`src/hw/rtl/kea_pkg.sv`:
```
`timescale 1ns / 1ps

package kea_pkg;

  // Default number of button slots kept in the state.
  localparam int NUM_BUTTONS_DEF = 16;

  // Field widths of the request and result items.
  localparam int MASK_W      = 16;
  localparam int TIME_W      = 32;
  localparam int TYPE_W      = 16;
  localparam int CODE_W      = 16;
  localparam int VALUE_W     = 32;
  localparam int CFG_W       = 16;
  localparam int CFG_ADDR_W  = 1;
  localparam int BTN_IDX_W   = 4;
  localparam int IN_TDATA_W  = TIME_W + TYPE_W + CODE_W + VALUE_W;
  localparam int OUT_TDATA_W = 4 * MASK_W;

  // Request kind carried in tuser.
  typedef enum logic {
    OP_POLL  = 1'b0,
    OP_EVENT = 1'b1
  } op_e;

  // Register indexes on the configuration port.
  localparam logic [CFG_ADDR_W-1:0] REG_REPEAT_DELAY    = 1'b0;
  localparam logic [CFG_ADDR_W-1:0] REG_REPEAT_INTERVAL = 1'b1;

  // Register reset values.
  localparam logic [CFG_W-1:0] REPEAT_DELAY_RST    = 16'd300;
  localparam logic [CFG_W-1:0] REPEAT_INTERVAL_RST = 16'd100;

  // Event type for key events.
  localparam logic [TYPE_W-1:0] EVT_KEY = 16'd1;

  // Raw key codes of the buttons.
  localparam logic [CODE_W-1:0] KEY_UP      = 16'd103;
  localparam logic [CODE_W-1:0] KEY_DOWN    = 16'd108;
  localparam logic [CODE_W-1:0] KEY_LEFT    = 16'd105;
  localparam logic [CODE_W-1:0] KEY_RIGHT   = 16'd106;
  localparam logic [CODE_W-1:0] KEY_A       = 16'd48;
  localparam logic [CODE_W-1:0] KEY_B       = 16'd30;
  localparam logic [CODE_W-1:0] KEY_X       = 16'd21;
  localparam logic [CODE_W-1:0] KEY_Y       = 16'd45;
  localparam logic [CODE_W-1:0] KEY_START   = 16'd28;
  localparam logic [CODE_W-1:0] KEY_SELECT  = 16'd54;
  localparam logic [CODE_W-1:0] KEY_MENU_A  = 16'd115;
  localparam logic [CODE_W-1:0] KEY_MENU_B  = 16'd114;
  localparam logic [CODE_W-1:0] KEY_L1      = 16'd38;
  localparam logic [CODE_W-1:0] KEY_L2      = 16'd44;
  localparam logic [CODE_W-1:0] KEY_R1      = 16'd19;
  localparam logic [CODE_W-1:0] KEY_R2      = 16'd46;

  // Button lookup result.
  typedef struct packed {
    logic                 hit;
    logic [BTN_IDX_W-1:0] idx;
  } btn_t;

  // Decoded request handed from the decoder to the state update.
  typedef struct packed {
    logic                 poll;
    logic                 press;
    logic                 rel;
    logic [BTN_IDX_W-1:0] idx;
  } evt_t;

  // Maps a raw key code to its button slot.
  function automatic btn_t button_of(input logic [CODE_W-1:0] code);
    btn_t b;
    b.hit = 1'b1;
    case (code)
      KEY_UP:     b.idx = 4'd0;
      KEY_DOWN:   b.idx = 4'd1;
      KEY_LEFT:   b.idx = 4'd2;
      KEY_RIGHT:  b.idx = 4'd3;
      KEY_A:      b.idx = 4'd4;
      KEY_B:      b.idx = 4'd5;
      KEY_X:      b.idx = 4'd6;
      KEY_Y:      b.idx = 4'd7;
      KEY_START:  b.idx = 4'd8;
      KEY_SELECT: b.idx = 4'd9;
      KEY_MENU_A: b.idx = 4'd10;
      KEY_MENU_B: b.idx = 4'd10;
      KEY_L1:     b.idx = 4'd11;
      KEY_L2:     b.idx = 4'd12;
      KEY_R1:     b.idx = 4'd13;
      KEY_R2:     b.idx = 4'd14;
      default: begin
        b.hit = 1'b0;
        b.idx = '0;
      end
    endcase
    return b;
  endfunction

endpackage

```
`src/hw/rtl/key_event_autorepeat_top.sv`:
```
`timescale 1ns / 1ps

// Button tracker with auto-repeat. Each request is either a poll start
// (tuser low, carrying the millisecond tick) or an input event (tuser high,
// carrying type, code and value); every request yields one result with the
// held, pressed, released and repeated button masks after it is applied.
// A request is registered on acceptance. When the output register is free
// or drains, it is applied to the button state and its result is loaded
// into the output register, so the block takes one request per cycle while
// the output does not stall. While a result waits on a stalled output, the
// input register holds its request and no new request is taken. All repeat
// checks of a poll start are done in parallel, one comparator and one adder
// per button slot. The delay and interval registers may only be written
// while no request is in flight.

module key_event_autorepeat_top #(
  parameter int NUM_BUTTONS = kea_pkg::NUM_BUTTONS_DEF
) (
  input  logic                                clk_i,
  input  logic                                rst_ni,
  // Configuration write port.
  input  logic                                cfg_we_i,
  input  logic [kea_pkg::CFG_ADDR_W-1:0]      cfg_addr_i,
  input  logic [kea_pkg::CFG_W-1:0]           cfg_wdata_i,
  // Request stream.
  input  logic                                s_axis_tvalid,
  output logic                                s_axis_tready,
  // [31:0] time_ms, [47:32] event_type, [63:48] key_code, [95:64] key_value
  input  logic [kea_pkg::IN_TDATA_W-1:0]      s_axis_tdata,
  // [0] operation
  input  logic                                s_axis_tuser,
  // Result stream.
  output logic                                m_axis_tvalid,
  input  logic                                m_axis_tready,
  // [15:0] held_mask, [31:16] pressed_now_mask, [47:32] released_now_mask,
  // [63:48] repeated_now_mask
  output logic [kea_pkg::OUT_TDATA_W-1:0]     m_axis_tdata
);
  import kea_pkg::*;

  logic [CFG_W-1:0]         delay_q;
  logic [CFG_W-1:0]         interval_q;
  logic                     in_valid_q;
  op_e                      op_q;
  logic [TIME_W-1:0]        time_q;
  logic [TYPE_W-1:0]        type_q;
  logic [CODE_W-1:0]        code_q;
  logic signed [VALUE_W-1:0] value_q;
  logic                     out_valid_q;
  logic [OUT_TDATA_W-1:0]   out_data_q;
  logic                     step;
  evt_t                     evt;
  logic [NUM_BUTTONS-1:0]   held, pressed, released, repeated;

  // Configuration registers.
  always_ff @(posedge clk_i or negedge rst_ni) begin
    if (!rst_ni) begin
      delay_q    <= REPEAT_DELAY_RST;
      interval_q <= REPEAT_INTERVAL_RST;
    end else if (cfg_we_i) begin
      if (cfg_addr_i == REG_REPEAT_DELAY) begin
        delay_q <= cfg_wdata_i;
      end else if (cfg_addr_i == REG_REPEAT_INTERVAL) begin
        interval_q <= cfg_wdata_i;
      end
    end
  end

  // The held request is applied when the output register is free or drains.
  assign step          = in_valid_q && (!out_valid_q || m_axis_tready);
  assign s_axis_tready = !in_valid_q || step;

  // Input register.
  always_ff @(posedge clk_i or negedge rst_ni) begin
    if (!rst_ni) begin
      in_valid_q <= 1'b0;
    end else if (s_axis_tready) begin
      in_valid_q <= s_axis_tvalid;
    end
  end

  always_ff @(posedge clk_i) begin
    if (s_axis_tvalid && s_axis_tready) begin
      op_q    <= op_e'(s_axis_tuser);
      time_q  <= s_axis_tdata[31:0];
      type_q  <= s_axis_tdata[47:32];
      code_q  <= s_axis_tdata[63:48];
      value_q <= s_axis_tdata[95:64];
    end
  end

  kea_decode u_decode (
    .op_i         (op_q),
    .event_type_i (type_q),
    .key_code_i   (code_q),
    .key_value_i  (value_q),
    .evt_o        (evt)
  );

  kea_state #(
    .NUM_BUTTONS (NUM_BUTTONS)
  ) u_state (
    .clk_i             (clk_i),
    .rst_ni            (rst_ni),
    .step_i            (step),
    .evt_i             (evt),
    .time_ms_i         (time_q),
    .repeat_delay_i    (delay_q),
    .repeat_interval_i (interval_q),
    .held_o            (held),
    .pressed_o         (pressed),
    .released_o        (released),
    .repeated_o        (repeated)
  );

  // Output register.
  always_ff @(posedge clk_i or negedge rst_ni) begin
    if (!rst_ni) begin
      out_valid_q <= 1'b0;
    end else if (step) begin
      out_valid_q <= 1'b1;
    end else if (m_axis_tready) begin
      out_valid_q <= 1'b0;
    end
  end

  always_ff @(posedge clk_i) begin
    if (step) begin
      out_data_q <= {MASK_W'(repeated), MASK_W'(released), MASK_W'(pressed), MASK_W'(held)};
    end
  end

  assign m_axis_tvalid = out_valid_q;
  assign m_axis_tdata  = out_data_q;

  // A button marked as repeated is always held.
  assert property (@(posedge clk_i) disable iff (!rst_ni)
    m_axis_tvalid |-> ((m_axis_tdata[63:48] & ~m_axis_tdata[15:0]) == '0))
    else $error("repeated mask holds a button that is not held");

  // No code maps to the top mask bit, so it never shows up as held.
  assert property (@(posedge clk_i) disable iff (!rst_ni)
    m_axis_tvalid |-> (m_axis_tdata[15] == 1'b0))
    else $error("held mask shows the unmapped top button");

  // A registered request with a free output register produces a result.
  assert property (@(posedge clk_i) disable iff (!rst_ni)
    (in_valid_q && !out_valid_q) |=> m_axis_tvalid)
    else $error("registered request produced no result");

endmodule

```
`src/hw/rtl/kea_decode.sv`:
```
`timescale 1ns / 1ps

module kea_decode (
  input  kea_pkg::op_e                        op_i,
  input  logic [kea_pkg::TYPE_W-1:0]          event_type_i,
  input  logic [kea_pkg::CODE_W-1:0]          key_code_i,
  input  logic signed [kea_pkg::VALUE_W-1:0]  key_value_i,
  output kea_pkg::evt_t                       evt_o
);
  import kea_pkg::*;

  btn_t btn;
  logic is_key;
  logic is_zero;
  logic too_big;

  // Classify the request: a key event only counts for a known code and a
  // value of at most one.
  always_comb begin
    btn     = button_of(key_code_i);
    is_key  = (op_i == OP_EVENT) && (event_type_i == EVT_KEY) && btn.hit;
    is_zero = (key_value_i == '0);
    too_big = key_value_i > VALUE_W'(signed'(1));

    evt_o.poll  = (op_i == OP_POLL);
    evt_o.press = is_key && !too_big && !is_zero;
    evt_o.rel   = is_key && is_zero;
    evt_o.idx   = btn.idx;
  end

endmodule

```
`src/hw/rtl/kea_state.sv`:
```
`timescale 1ns / 1ps

module kea_state #(
  parameter int NUM_BUTTONS = kea_pkg::NUM_BUTTONS_DEF
) (
  input  logic                          clk_i,
  input  logic                          rst_ni,
  input  logic                          step_i,
  input  kea_pkg::evt_t                 evt_i,
  input  logic [kea_pkg::TIME_W-1:0]    time_ms_i,
  input  logic [kea_pkg::CFG_W-1:0]     repeat_delay_i,
  input  logic [kea_pkg::CFG_W-1:0]     repeat_interval_i,
  output logic [NUM_BUTTONS-1:0]        held_o,
  output logic [NUM_BUTTONS-1:0]        pressed_o,
  output logic [NUM_BUTTONS-1:0]        released_o,
  output logic [NUM_BUTTONS-1:0]        repeated_o
);
  import kea_pkg::*;

  logic [NUM_BUTTONS-1:0] held_q, held_d;
  logic [NUM_BUTTONS-1:0] pressed_q, pressed_d;
  logic [NUM_BUTTONS-1:0] released_q, released_d;
  logic [NUM_BUTTONS-1:0] repeated_q, repeated_d;
  logic [TIME_W-1:0]      poll_time_q, poll_time_d;
  logic [TIME_W-1:0]      due_q [NUM_BUTTONS];
  logic [TIME_W-1:0]      due_d [NUM_BUTTONS];
  logic [NUM_BUTTONS-1:0] btn_oh;
  logic [NUM_BUTTONS-1:0] due_hit;
  logic [TIME_W-1:0]      first_due;

  // Per-button repeat checks run side by side against the polled tick.
  always_comb begin
    btn_oh    = NUM_BUTTONS'(1) << evt_i.idx;
    first_due = poll_time_q + TIME_W'(repeat_delay_i);
    for (int i = 0; i < NUM_BUTTONS; i++) begin
      due_hit[i] = held_q[i] && (time_ms_i >= due_q[i]);
    end
  end

  // Next state for one request.
  always_comb begin
    held_d      = held_q;
    pressed_d   = pressed_q;
    released_d  = released_q;
    repeated_d  = repeated_q;
    poll_time_d = poll_time_q;
    for (int i = 0; i < NUM_BUTTONS; i++) begin
      due_d[i] = due_q[i];
    end

    if (evt_i.poll) begin
      poll_time_d = time_ms_i;
      pressed_d   = '0;
      released_d  = '0;
      repeated_d  = due_hit;
      for (int i = 0; i < NUM_BUTTONS; i++) begin
        if (due_hit[i]) begin
          due_d[i] = due_q[i] + TIME_W'(repeat_interval_i);
        end
      end
    end else if (evt_i.rel) begin
      held_d     = held_q & ~btn_oh;
      repeated_d = repeated_q & ~btn_oh;
      released_d = released_q | btn_oh;
    end else if (evt_i.press && ((held_q & btn_oh) == '0)) begin
      // A fresh press; pressing a button already held changes nothing.
      held_d     = held_q | btn_oh;
      pressed_d  = pressed_q | btn_oh;
      repeated_d = repeated_q | btn_oh;
      for (int i = 0; i < NUM_BUTTONS; i++) begin
        if (btn_oh[i]) begin
          due_d[i] = first_due;
        end
      end
    end
  end

  // Control masks and the latched poll tick.
  always_ff @(posedge clk_i or negedge rst_ni) begin
    if (!rst_ni) begin
      held_q      <= '0;
      pressed_q   <= '0;
      released_q  <= '0;
      repeated_q  <= '0;
      poll_time_q <= '0;
    end else if (step_i) begin
      held_q      <= held_d;
      pressed_q   <= pressed_d;
      released_q  <= released_d;
      repeated_q  <= repeated_d;
      poll_time_q <= poll_time_d;
    end
  end

  // Due times are only read for held buttons, which a press has written.
  always_ff @(posedge clk_i) begin
    if (step_i) begin
      for (int i = 0; i < NUM_BUTTONS; i++) begin
        due_q[i] <= due_d[i];
      end
    end
  end

  assign held_o     = held_d;
  assign pressed_o  = pressed_d;
  assign released_o = released_d;
  assign repeated_o = repeated_d;

endmodule

```
`config.mk`:
```
export PLATFORM = sky130hd
export DESIGN_NAME = key_event_autorepeat_top
export DESIGN_NICKNAME = d
export VERILOG_FILES = /design/src/hw/rtl/kea_pkg.sv /design/src/hw/rtl/key_event_autorepeat_top.sv /design/src/hw/rtl/kea_decode.sv /design/src/hw/rtl/kea_state.sv
export SDC_FILE = /design/constraint.sdc
export NUM_CORES = 2
export LEC_CHECK = 0
export BUFFER_PORTS_ARGS = -buffer_cell sky130_fd_sc_hd__buf_4
export CORE_MARGIN = 2
export CORE_UTILIZATION = 35
export DETAILED_ROUTE_END_ITERATION = 8
export SYNTH_ARGS = -nofsm -noshare
export SYNTH_HDL_FRONTEND = slang
export SYNTH_HIERARCHICAL = 1
export SYNTH_SLANG_ARGS = --single-unit
```
`constraint.sdc`:
```
create_clock -name clk_i -period 5.8 [get_ports clk_i]
set_clock_uncertainty 0.15 [all_clocks]
set_input_delay 0.87 -clock clk_i [delete_from_list [all_inputs] [get_ports clk_i]]
set_output_delay 0.87 -clock clk_i [all_outputs]
set_load 0.02 [all_outputs]
```
==> results.yml <==
synth:
  syn-num-nets: 6961
  synth-edff-count: 673
  syn_avg_cell_area_um2: 9.95
  part_of_the_yosys_area_used_for_sequential_elements: 0.391
  yosysWarningCount: 6
  yosys.area.top_type: "sky130_fd_sc_hd__edfxtp_1"
  synthDistinctLibCells: 100
  flop_and_latch_count_out_of_synthesis: 803
  synth.area.top_cells: "sky130_fd_sc_hd__edfxtp_1 34%, sky130_fd_sc_hd__ha_1 16%, sky130_fd_sc_hd__a21o_1 6.8%"
  yosys_most_used_dff: "sky130_fd_sc_hd__edfxtp_1"
  synth_top_cell_area_share: 0.336
  synthArstFlopShare: 0.162
  mappedNetlistArea_um2: 60100
  post_synth_inst_count: 6041
layout:
  final_common_cell: "sky130_fd_sc_hd__ha_1"
  multiInputGateArea_um2: 34100
  final_core_util: 0.397
  fill_cells: 16700
  nets: 7187
  layout.cells.non_filler: 8586
  ff_latch_area_um2: 23500
  most-common-layout-cells: "784 x sky130_fd_sc_hd__ha_1, 673 x sky130_fd_sc_hd__edfxtp_1, 556 x sky130_fd_sc_hd__inv_1, 541 x sky130_fd_sc_hd__a21o_1, 458 x sky130_fd_sc_hd__a21oi_1"
  area_delta_synth_final_pct: 13.1
  final_layout_size_suffix_gt1_frac: 0.105
detailed_routing:
  totalWireLength_um: 196000
  detailroute.via_count: 48500
  drc: 0
  detail-route-antenna-nets: 0
  vias_per_cell: 5.65
  drtIter0Drc: 4371
  detail_route.first_pass.iterations: 6
  routedWlPerCell_um: 22.8
sta:
  max_freq_mhz: 187
  hold_slack_ns: 0.164
  slew_headroom: 0.162
  slew_violations: 0
  worst-slew-pin-transition_ns: 1.26
  period_share: 0.924
  fin_setup_tns_ns: 0
  finalSetupViolCount: 0
  final.setup.worst_slack_ns: 0.440
  min_period_ns: 5.36
  grt_setup_unrepaired: "no"
  final_hold_fails: 0
clock_network:
  cts_tree: "built"
  clock_transition_at_the_registers_of_the_reported_paths_ns: 0.06
  cts_buffers: 97
  h-tree-depth: 3
  ctsLongestPathBuffers: 3
  clockRootBuffer: "sky130_fd_sc_hd__clkbuf_16"
  clk-insertion-delay-late_ns: 0.73
  cts_num_sinks: 803
placed_design:
  portbufs: 184
  placement.setup.worst_slack_ns: 0.525
  dpl.hpwl_um: 134000
  dp.cells: 8400
  gp_routability_congestion: 0.884
global_route:
  grt_max_degree: 165
  first_global_vias: 47700
  initial_antenna_violation_count: 7
  all_layer_global_routing_usage: 0.219
  global_route_wire_length_before_repair_um: 292000
  grt_overflow: 0
floorplan:
  io-pin-count: 185
  fp.coreArea_um2: 171000
  die_h_um: 418
  die_x_um: 418
  start_util: 0.351
  row_count: 152
  die_footprint_um2: 175000
setup_path:
  timing.critical_path.cells: "nor4_2 > nand2_2 > or2_0 > o41ai_2 > buf_4 > mux2i_1 > o32ai_1 > a221oi_2 > nand4_2 > nor4_4 > o21ai_4 > buf_4 > nor2_4"
  worstRegToRegCells: 13
  critical_path_buf_inv_count: 2
  critPathCaptureType: "register"
  critical_path.top_delay_family: "simple AND/OR/NAND/NOR gates"
  cp_data_required_time_ns: 5.97
  cp_slowest_cell: "sky130_fd_sc_hd__nor2_4"
  startpoint_type: "register"
  crit_type: "register to register"
  critical_path_peak_fanout: 32
  timing.critical_path.slowest_cell_delay_ns: 0.93
  timing.critical_path.arrival_ns: 5.53
  cp_num_cells: 13
  timing.critical_path.mode_cell: "sky130_fd_sc_hd__buf_4"
power_and_ir_drop:
  power.density_cell_area_nw_per_um2: 270
  ir_drop_mv: 0.234
  p_leak_nw: 30.6
hold_path:
  min_path_cells: 1
  hold_class: "input pin to register"
job:
  cap_viol_max_count: 0
run_status:
  outcome: "finished, final reports clean"
synth_stat cells, drive strengths merged (39+ instances only):
cell type    n
edfxtp     673
ha         784
nor2       335
or3         51
inv        558
buf         39
nand4      150
mux2        61
clkbuf     127
nor2b       72
nand3       98
a211oi      50
o21a        64
o211ai      42
and3        52
xnor2      371
xor2        76
a21oi      461
o21ai      289
dfrtp      123
nand2      342
nor3       118
nor4        59
a21o       541
nand2b      96
area by class of cell:
cell class              instances  area share
multi-input cells            4514       0.502
flip-flops and latches        803       0.345
repair buffers                293      0.0334
well taps                    2233      0.0411
diodes                          2   0.0000736
clock buffers                 123      0.0383
inverters                     558      0.0310
clock inverters                60     0.00909
where the power goes:
group / switching (mW) / leakage (nW) / internal, mW
clock: 2.69 / 1.59 / 3.60
sequential: 0.275 / 7.87 / 6.70
combinational: 3.12 / 21.2 / 1.99
total: 6.09 / 30.6 / 12.3
stage by stage:
stage / area, um^2 / total power [mW]
3_3_place_gp: 64700 / 12.0
4_1_cts: 68000 / 18.5
6_report: 68000 / 18.4
2_1_floorplan: 60100 / 10.3
3_5_place_dp: 64700 / 12.1
5_1_grt: 68000 / 19.2
logic make-up (layout without fill, tap and decap cells):
group,after synthesis,count (layout),synth area share
AO/OA/AOI/OAI,1708,1708,0.188
XOR/XNOR,447,447,0.0653
adder cells (fa/ha/maj),801,801,0.169
buffers and inverters,724,1034,0.0469
flip-flops,803,803,0.391
multiplexers,69,69,0.0134
other,0,2,0
AND/OR/NAND/NOR,1489,1489,0.127
worst paths after layout:
kind / startpoint / end / slack [ns]
max reg2reg: code_q[15]$_DFFE_PP_ / u_state/due_q[1][166]$_DFFE_PP_ / 0.44
max: code_q[15]$_DFFE_PP_ / u_state/due_q[1][166]$_DFFE_PP_ / 0.44
min reg2reg: u_state/poll_time_q[14]$_DFFE_PN0P_ / u_state/poll_time_q[14]$_DFFE_PN0P_ / 0.33
min: s_axis_tdata[5] / time_q[5]$_DFFE_PP_ / 0.16
max in group asynchronous: rst_ni / u_state/held_q[9]$_DFFE_PN0P_ / 3.94
min in group asynchronous: rst_ni / interval_q[0]$_DFFE_PN0P_ / 0.48
layer usage:
layer | track usage | share of wire
met1 | 0.293 | 0.43
met2 | 0.365 | 0.47
met3 | 0.0251 | 0.066
met4 | 0.0720 | 0.036
met5 | 0 | 0
state kept, by name, summed over array words and instances, names as in the netlist:
signal,cells
u_state/repeated_q,16
u_state/released_q,16
time_q,32
u_state/poll_time_q,32
interval_q,16
in_valid_q,1
m_axis_tdata,64
value_q,32
delay_q,16
u_state/due_q,512
code_q,16
op_q,1
u_state/held_q,16
u_state/pressed_q,16
m_axis_tvalid,1
type_q,16
timing repair:
item                      4_1_cts  5_1_grt
gates resized for setup         0        0
buffers inserted                0        0
hold buffers                    1        0
hold endpoints to repair       18        0
Note: power is estimated with default switching activity, not from simulation.
